### src/hdl/tllbp_pkg.sv
// Shared types and constants for the two-level local branch predictor.
// No dependencies.
package tllbp_pkg;

	typedef logic [1:0] ctr_t;

	localparam ctr_t CTR_ZERO       = 2'd0;
	localparam ctr_t CTR_WEAK_TAKEN = 2'd2;
	localparam ctr_t CTR_MAX        = 2'd3;

endpackage

### src/hdl/two_level_local_branch_predictor.sv
// A branch accepted in ST_IDLE has its history read into hist_rd_q, its pattern counter
// read in ST_READ_PAT and its result registered in ST_UPDATE once the output register is
// free; no new branch is accepted until the last is written back through the two tables.
// Reset (arst_n low, asynchronous) clears control state, then a clearing pass in ST_CLEAR
// steps clr_q over every address of both tables, writing each, before the first branch
// is accepted.
module two_level_local_branch_predictor
	import tllbp_pkg::*;
#(
	parameter int HISTORY_INDEX_BITS = 8,
	parameter int PATTERN_BITS       = 10
) (
	input  logic        clk,
	input  logic        arst_n,
	input  logic        in_valid,
	output logic        in_stall,
	input  logic [31:0] branch_pc,
	input  logic        actual_taken,
	output logic        out_valid,
	input  logic        out_stall,
	output logic        predicted_taken,
	output logic        mispredicted,
	output logic [31:0] mispredict_total
);

	localparam int HIST_DEPTH = 1 << HISTORY_INDEX_BITS;
	localparam int PAT_DEPTH  = 1 << PATTERN_BITS;
	localparam int CLR_BITS   = (HISTORY_INDEX_BITS > PATTERN_BITS) ?
	                            HISTORY_INDEX_BITS : PATTERN_BITS;

	typedef logic [HISTORY_INDEX_BITS-1:0] hidx_t;
	typedef logic [PATTERN_BITS-1:0]       hist_t;

	// The sequencer walks one branch through read history, read pattern counter and
	// write back. Only one branch is in flight, so the tables never see overlapping
	// accesses to one entry and need no forwarding.
	typedef enum logic [1:0] {
		ST_CLEAR,
		ST_IDLE,
		ST_READ_PAT,
		ST_UPDATE
	} state_t;

	state_t              state_q;
	logic [CLR_BITS-1:0] clr_q;
	logic [31:0]         miss_q;

	// Tables: per-branch histories and the shared pattern counters.
	hist_t hist_mem [HIST_DEPTH];
	ctr_t  ctr_mem  [PAT_DEPTH];

	hidx_t hidx_q;
	logic  taken_q;
	hist_t hist_rd_q;
	ctr_t  ctr_rd_q;

	logic  in_beat;
	logic  out_free;
	logic  upd_fire;
	logic  clearing;
	hidx_t in_hidx;
	logic  pred;
	logic  miss;
	hist_t hist_next;
	ctr_t  ctr_next;
	logic [31:0] miss_next;

	logic  hist_we;
	hidx_t hist_waddr;
	hist_t hist_wdata;
	logic  ctr_we;
	hist_t ctr_waddr;
	ctr_t  ctr_wdata;

	assign in_stall = (state_q != ST_IDLE);
	assign in_beat  = in_valid && !in_stall;
	assign in_hidx  = branch_pc[HISTORY_INDEX_BITS+1:2];

	// The result register may be reloaded in the same cycle that its beat leaves.
	assign out_free = !out_valid || !out_stall;
	assign upd_fire = (state_q == ST_UPDATE) && out_free;
	assign clearing = (state_q == ST_CLEAR);

	// Prediction and the next values of the counter, the history and the miss count.
	always_comb begin
		pred = (ctr_rd_q >= CTR_WEAK_TAKEN);
		miss = (pred != taken_q);

		hist_next = hist_rd_q >> 1;
		hist_next[PATTERN_BITS-1] = taken_q;

		ctr_next = ctr_rd_q;
		if (taken_q) begin
			if (ctr_rd_q != CTR_MAX) ctr_next = ctr_rd_q + 2'd1;
		end else begin
			if (ctr_rd_q != CTR_ZERO) ctr_next = ctr_rd_q - 2'd1;
		end

		miss_next = miss_q;
		if (miss && (miss_q != 32'hFFFF_FFFF)) miss_next = miss_q + 32'd1;
	end

	// Write ports are shared between the clearing pass and the write-back.
	always_comb begin
		hist_we    = clearing || upd_fire;
		hist_waddr = clearing ? clr_q[HISTORY_INDEX_BITS-1:0] : hidx_q;
		hist_wdata = clearing ? '0 : hist_next;
		ctr_we     = clearing || upd_fire;
		ctr_waddr  = clearing ? clr_q[PATTERN_BITS-1:0] : hist_rd_q;
		ctr_wdata  = clearing ? CTR_WEAK_TAKEN : ctr_next;
	end

	always_ff @(posedge clk) begin
		if (hist_we) hist_mem[hist_waddr] <= hist_wdata;
		if (in_beat) hist_rd_q <= hist_mem[in_hidx];
	end

	always_ff @(posedge clk) begin
		if (ctr_we) ctr_mem[ctr_waddr] <= ctr_wdata;
		if (state_q == ST_READ_PAT) ctr_rd_q <= ctr_mem[hist_rd_q];
	end

	// Captured branch fields, held while the branch is in flight.
	always_ff @(posedge clk) begin
		if (in_beat) begin
			hidx_q  <= in_hidx;
			taken_q <= actual_taken;
		end
	end

	// Sequencer, miss counter and the result register.
	always_ff @(posedge clk or negedge arst_n) begin
		if (!arst_n) begin
			state_q          <= ST_CLEAR;
			clr_q            <= '0;
			miss_q           <= '0;
			out_valid        <= 1'b0;
			predicted_taken  <= 1'b0;
			mispredicted     <= 1'b0;
			mispredict_total <= '0;
		end else begin
			// A new result takes the register; otherwise a departing beat empties it.
			if (upd_fire) begin
				out_valid <= 1'b1;
			end else if (out_valid && !out_stall) begin
				out_valid <= 1'b0;
			end
			unique case (state_q)
				ST_CLEAR: begin
					clr_q <= clr_q + 1'b1;
					if (clr_q == '1) state_q <= ST_IDLE;
				end
				ST_IDLE: begin
					if (in_valid) state_q <= ST_READ_PAT;
				end
				ST_READ_PAT: begin
					state_q <= ST_UPDATE;
				end
				ST_UPDATE: begin
					if (out_free) begin
						miss_q           <= miss_next;
						predicted_taken  <= pred;
						mispredicted     <= miss;
						mispredict_total <= miss_next;
						state_q          <= ST_IDLE;
					end
				end
				default: state_q <= ST_IDLE;
			endcase
		end
	end

endmodule

### config.mk
export PLATFORM = sky130hd
export DESIGN_NAME = two_level_local_branch_predictor
export DESIGN_NICKNAME = d
export VERILOG_FILES = /design/src/hdl/tllbp_pkg.sv /design/src/hdl/two_level_local_branch_predictor.sv
export SDC_FILE = /design/constraint.sdc
export NUM_CORES = 2
export LEC_CHECK = 0
export BUFFER_PORTS_ARGS = -buffer_cell sky130_fd_sc_hd__buf_2
export CELL_PAD_IN_SITES_DETAIL_PLACEMENT = 0
export CELL_PAD_IN_SITES_GLOBAL_PLACEMENT = 2
export CORE_UTILIZATION = 42
export DETAILED_ROUTE_END_ITERATION = 7
export PLACE_DENSITY_LB_ADDON = 0.1
export SYNTH_ARGS = -nofsm -noshare
export SYNTH_HDL_FRONTEND = slang
export SYNTH_MEMORY_MAX_BITS = 65536
export SYNTH_SLANG_ARGS = --single-unit
### constraint.sdc
create_clock -name clk -period 68.7 [get_ports clk]
set_input_delay 17.175 -clock clk [delete_from_list [all_inputs] [get_ports clk]]
set_output_delay 17.175 -clock clk [all_outputs]
set_load 0.02 [all_outputs]
# --- Word level (Yosys, flattened, before mapping) ---
# Memory sizes are Yosys's and may differ from the RTL's. A register that Yosys moved wholly into a read port is not among the register bits.
# Cells that the tools add are included.
word_totals:
  mem_count: 2
  ramBits: 4608
  ff_bits: 56
op_classes:
  n_mux: 16
  reduce_logical: 15
  magnitude_cmp: 1
  n_eq_ne: 11
  add_sub_neg: 4
memory_table:
  columns: ["memory", "words", "word_bits", "read_ports", "rd_ports_with_merged_regs", "write_ports", "line", "source"]
  rows:
  - ["hist_mem", 256, 10, 1, 1, 1, "two_level_local_branch_predictor.sv:49", "hist_t hist_mem [HIST_DEPTH];"]
  - ["ctr_mem", 1024, 2, 1, 1, 1, "two_level_local_branch_predictor.sv:50", "ctr_t ctr_mem [PAT_DEPTH];"]
ops:
  columns: ["operator", "count"]
  rows:
  - ["$add A32 B1 Y32 const B", 1]
  - ["$mux W32", 1]
  - ["$ne A32 B32 Y1 const B", 1]
  - ["$mux W10", 2]
  - ["$mux W2", 7]
  - ["$add A10 B1 Y10 const B", 1]
  - ["$eq A10 B10 Y1 const B", 1]
  - ["$mux W8", 1]
  - ["$pmux W2 S4", 1]
  - ["$ne A2 B2 Y1 const B", 3]
  - ["$reduce_and A3 Y1", 2]
  - ["$eq A2 B2 Y1 const B", 2]
  - ["$logic_and A1 B1 Y1", 4]
  - ["$mux W1", 4]
  - ["$ne A2 B1 Y1 const B", 2]
  - ["$reduce_bool A2 Y1", 2]
  - ["$logic_not A1 Y1", 3]
  - ["$add A2 B1 Y2 const B", 1]
  - ["$eq A2 B1 Y1 const B", 1]
  - ["$ge A2 B2 Y1 const B", 1]
  - ["$logic_not A2 Y1", 1]
  - ["$logic_or A1 B1 Y1", 2]
  - ["$reduce_and A2 Y1", 1]
  - ["$sub A2 B1 Y2 const B", 1]
  - ["$ne A1 B1 Y1", 1]

# --- Logic depth before layout (Yosys ltp) ---
logic_depth:
  word_depth: 6
  mapped_depth: 14
  depth_no_buf: 9

# --- Worst setup path after synthesis ---
# No wires, ideal clock.
synth_path:
  path_kind: "flip-flop to flip-flop"
  startpoint: "reg taken_q"
  endpoint: "mem ctr_mem[0][1] (netlist bit), data pin"
  path_slack_ns: 20.629
  arrival_ns: 39.944
  synth_period_minus_slack_ns: 48.071
  path_stages_with_launch: 3
  t_required_ns: 60.573
  path_cell_list: "edfxtp_1 a21oi_1 o21ai_0"
synth_via:
  elab_chain_len: 2
synth_lines:
  columns: ["element", "line", "source"]
  rows:
  - ["from (decl)", "two_level_local_branch_predictor.sv:53", "logic taken_q;"]
  - ["from (signal assigned)", "two_level_local_branch_predictor.sv:127", "taken_q <= actual_taken;"]
  - ["$mux W2", "two_level_local_branch_predictor.sv:93", "if (taken_q) begin"]
  - ["$mux W2", "two_level_local_branch_predictor.sv:110", "ctr_wdata = clearing ? CTR_WEAK_TAKEN : ctr_next;"]
  - ["via ctr_wdata[1]", "two_level_local_branch_predictor.sv:73", "ctr_t ctr_wdata;"]
  - ["to (decl)", "two_level_local_branch_predictor.sv:50", null]
# The timed path passes the listed nets, and every way through them passes these cells.

==> qor.yml <==
placement:
  port-buffer-count: 48
  dp_hpwl_um: 278000
  gp_congestion: 0.774
clock_tree:
  cts_tree: "built"
  cts_resized: 0
  clk_pin_slew_ns: 0.06
  insertion_delay_ns: 1.02
  cts_sinks: 4676
  clockBufferDepth: 4
  cts_setup_buffers: 0
  htree_levels: 6
  numCtsBuffers: 523
  root_buffer: "clkbuf_16"
  cts_hold_buf: 0
worst_setup_path:
  crit_type: "primary input to register"
  crit_start: "branch_pc[2]"
  endpoint: "hist_rd_q[9]"
  arrival_ns: 23.93
  r2r_start: "hist_rd_q[0]"
  r2r_slack_ns: 61.71
  cpMostUsedCell: "buf_4"
  slowest_stage: "buf_4"
  crit_path_max_incr_delay_ns: 0.79
  worstPathCellList: "buf_8 -> buf_4 -> buf_4 -> buf_4 -> buf_4 -> buf_4 -> mux4_2 -> mux4_2 -> mux4_2 -> mux4_2"
  regToRegEndpoint: "ctr_rd_q[1]"
  worst-path-max-fanout: 56
  end_kind: "register"
  crit_path_start_kind: "primary input"
  cp.required_ns: 69.45
  ff2ff_path_depth: 13
timing:
  tightest_slew_ns: 1.31
  setup_viol: 0
  skew_ns: 0.0457
  max-slew-margin-rel: 0.129
  rsz0062_at_grt: "no"
  fmax_mhz: 43.1
  fin_setup_tns_ns: 0
  period_needed_ns: 23.18
  slew_violations: 0
  fin_crit_sh: 0.337
  final-hold-violation-count: 0
detailed_routing:
  dr_total_vias: 89053
  drtIter0Drc: 8916
  drc: 0
  vias_per_cell: 5.83
  wl_per_cell_um: 32.4
  drt_wl_total_um: 495000
  first_pass_iters: 6
  final_antenna_net_count: 0
pwr:
  p_leak_uw: 0.0662
  powerDensity_mw_per_mm2: 27.8
  ir_worst_vdd_mv: 0.0248
synthesis:
  synth_ff_type: "edfxtp_1"
  ys_ff_latch: 4676
  synth_most_common_cell: "edfxtp_1"
  synth_fp_nets: 9009
  syn_avg_cell_area_um2: 20.6
  ys.warnings.count: 0
  synthesis.instances: 8966
  synth_top_area_frac: 0.754
  ys_types: 65
  synth_edf_count: 4629
  synth_top_cell_by_area: "edfxtp_1"
  postSynth.asyncResetShare: 0.0101
  synth_common_cells: "edfxtp_1 (4629), nor2_1 (1355), mux4_2 (1304)"
  syn_area_mm2: 0.184
  synthTopCellsByArea: "edfxtp_1 (75%), mux4_2 (16%), nor2_1 (2.8%)"
  ys_seq_area_frac: 0.760
global_route:
  grtUsageMet3: 0.0321
  first_global_vias: 93081
  gr-usage-met2: 0.364
  use_met1: 0.313
  overflow: 0
  antenna_found_initial: 38
  grt.total_usage: 0.222
  grt_pass1_wl_um: 700000
  grt_max_degree: 237
  grt-busiest-layer: "met2"
worst_hold_path:
  hp-class: "register to register"
finish:
  layout.nets: 9176
  final_util: 0.476
  area_growth_pct: 12.4
  fillers: 35806
  layout-drive-gt1-share: 0.243
floorplanning:
  row_count: 242
  io_pins: 73
  die_x_um: 665
  die_h_um: 665
  core-area_mm2: 0.436
  dieArea_mm2: 0.442
  initial_core_util: 0.423
job:
  maxCapViolCount: 0
run_status:
  status: "complete, no violations"
layout make-up:
class / instances / area [um2] / share of cell area
clock inverters: 240 / 1790 / 0.00862
inverters: 22 / 98.8 / 0.000477
well taps: 5734 / 7170 / 0.0346
clock buffers: 654 / 14000 / 0.0677
flip-flops and latches: 4676 / 140000 / 0.676
repair buffers: 259 / 2030 / 0.00979
multi-input cells: 3651 / 41900 / 0.202
diodes: 30 / 75.1 / 0.000362
critical path, delay by kind of cell:
family	cells	cell delay [ns]
buf+inv	6	4.11
mux	4	2.28
worst min path at each step:
stage	slack (ns)	to	start	depth (start not counted)
after global placement	0.47	mispredicted	mispredicted	1
after floorplan	0.50	clr_q[0]	clr_q[0]	1
after global routing	0.48	mispredicted	mispredicted	1
after detailed placement	0.47	mispredicted	mispredicted	1
final	0.48	mispredicted	mispredicted	1
after CTS	0.48	mispredicted	mispredicted	1
kinds of logic (layout without fill, tap and decap cells):
family | count (synthesis) | after routing | synth area share
flops | 4676 | 4676 | 0.760
fa+ha+maj | 6 | 6 | 0.000407
mux | 1515 | 1515 | 0.171
compound gates | 409 | 409 | 0.0156
buf+inv | 639 | 1175 | 0.0151
xor+xnor | 41 | 41 | 0.00195
other cells | 0 | 30 | 0
simple gates | 1680 | 1680 | 0.0359
power breakdown:
part	internal (uW)	total (uW)	switching [uW]	leakage [uW]
Sequential	3090	3090	0	0.0457
Combinational	22.0	55.0	33.0	0.0128
Clock	1510	2620	1110	0.00770
Total	4620	5760	1150	0.0662
flip-flops by register name (all words and copies together), names as in the netlist:
name,cells
state_q,2
hist_mem,2560
predicted_taken,1
hist_rd_q,10
ctr_rd_q,2
hidx_q,8
taken_q,1
clr_q,10
mispredict_total,32
ctr_mem,2048
out_valid,1
mispredicted,1
cells in the final DEF, fill, tap and decap left out, drive strengths merged, types with 10 or more instances in the layout:
master	n
nand2	179
nand4	13
nand3	35
clkbuf	655
mux4	1304
edfxtp	4629
a21oi	81
o22ai	57
a2111oi	10
diode	30
bufinv	17
a22o	11
clkinvlp	15
o221ai	86
clkinv	188
a221oi	11
xnor2	30
o31ai	10
a22oi	49
mux2i	207
dfrtp	47
inv	42
o21ai	39
nor4	13
xor2	11
nor2b	13
buf	258
nor3	33
nor2	1355
per-stage QoR:
step | setup slack (ns) | std cells | power [uW] | hold WS [ns] | area, um2
after floorplan | 20.63 | 8966 | 3190 | 0.505 | 184000
after global placement | 44.20 | 14342 | 3200 | 0.466 | 191000
after detailed placement | 44.23 | 14342 | 3200 | 0.469 | 191000
after CTS | 45.30 | 15236 | 5820 | 0.481 | 207000
after global routing | 44.98 | 15262 | 5920 | 0.480 | 207000
final | 45.52 | 15266 | 5760 | 0.479 | 207000
layer usage:
layer | wire (um) | vias up
met5 | 13 | -
met4 | 14700 | 2
met3 | 27900 | 665
met2 | 241000 | 2742
met1 | 211000 | 48497
li1 | - | 37147
Power figures use the tool's default switching activity.
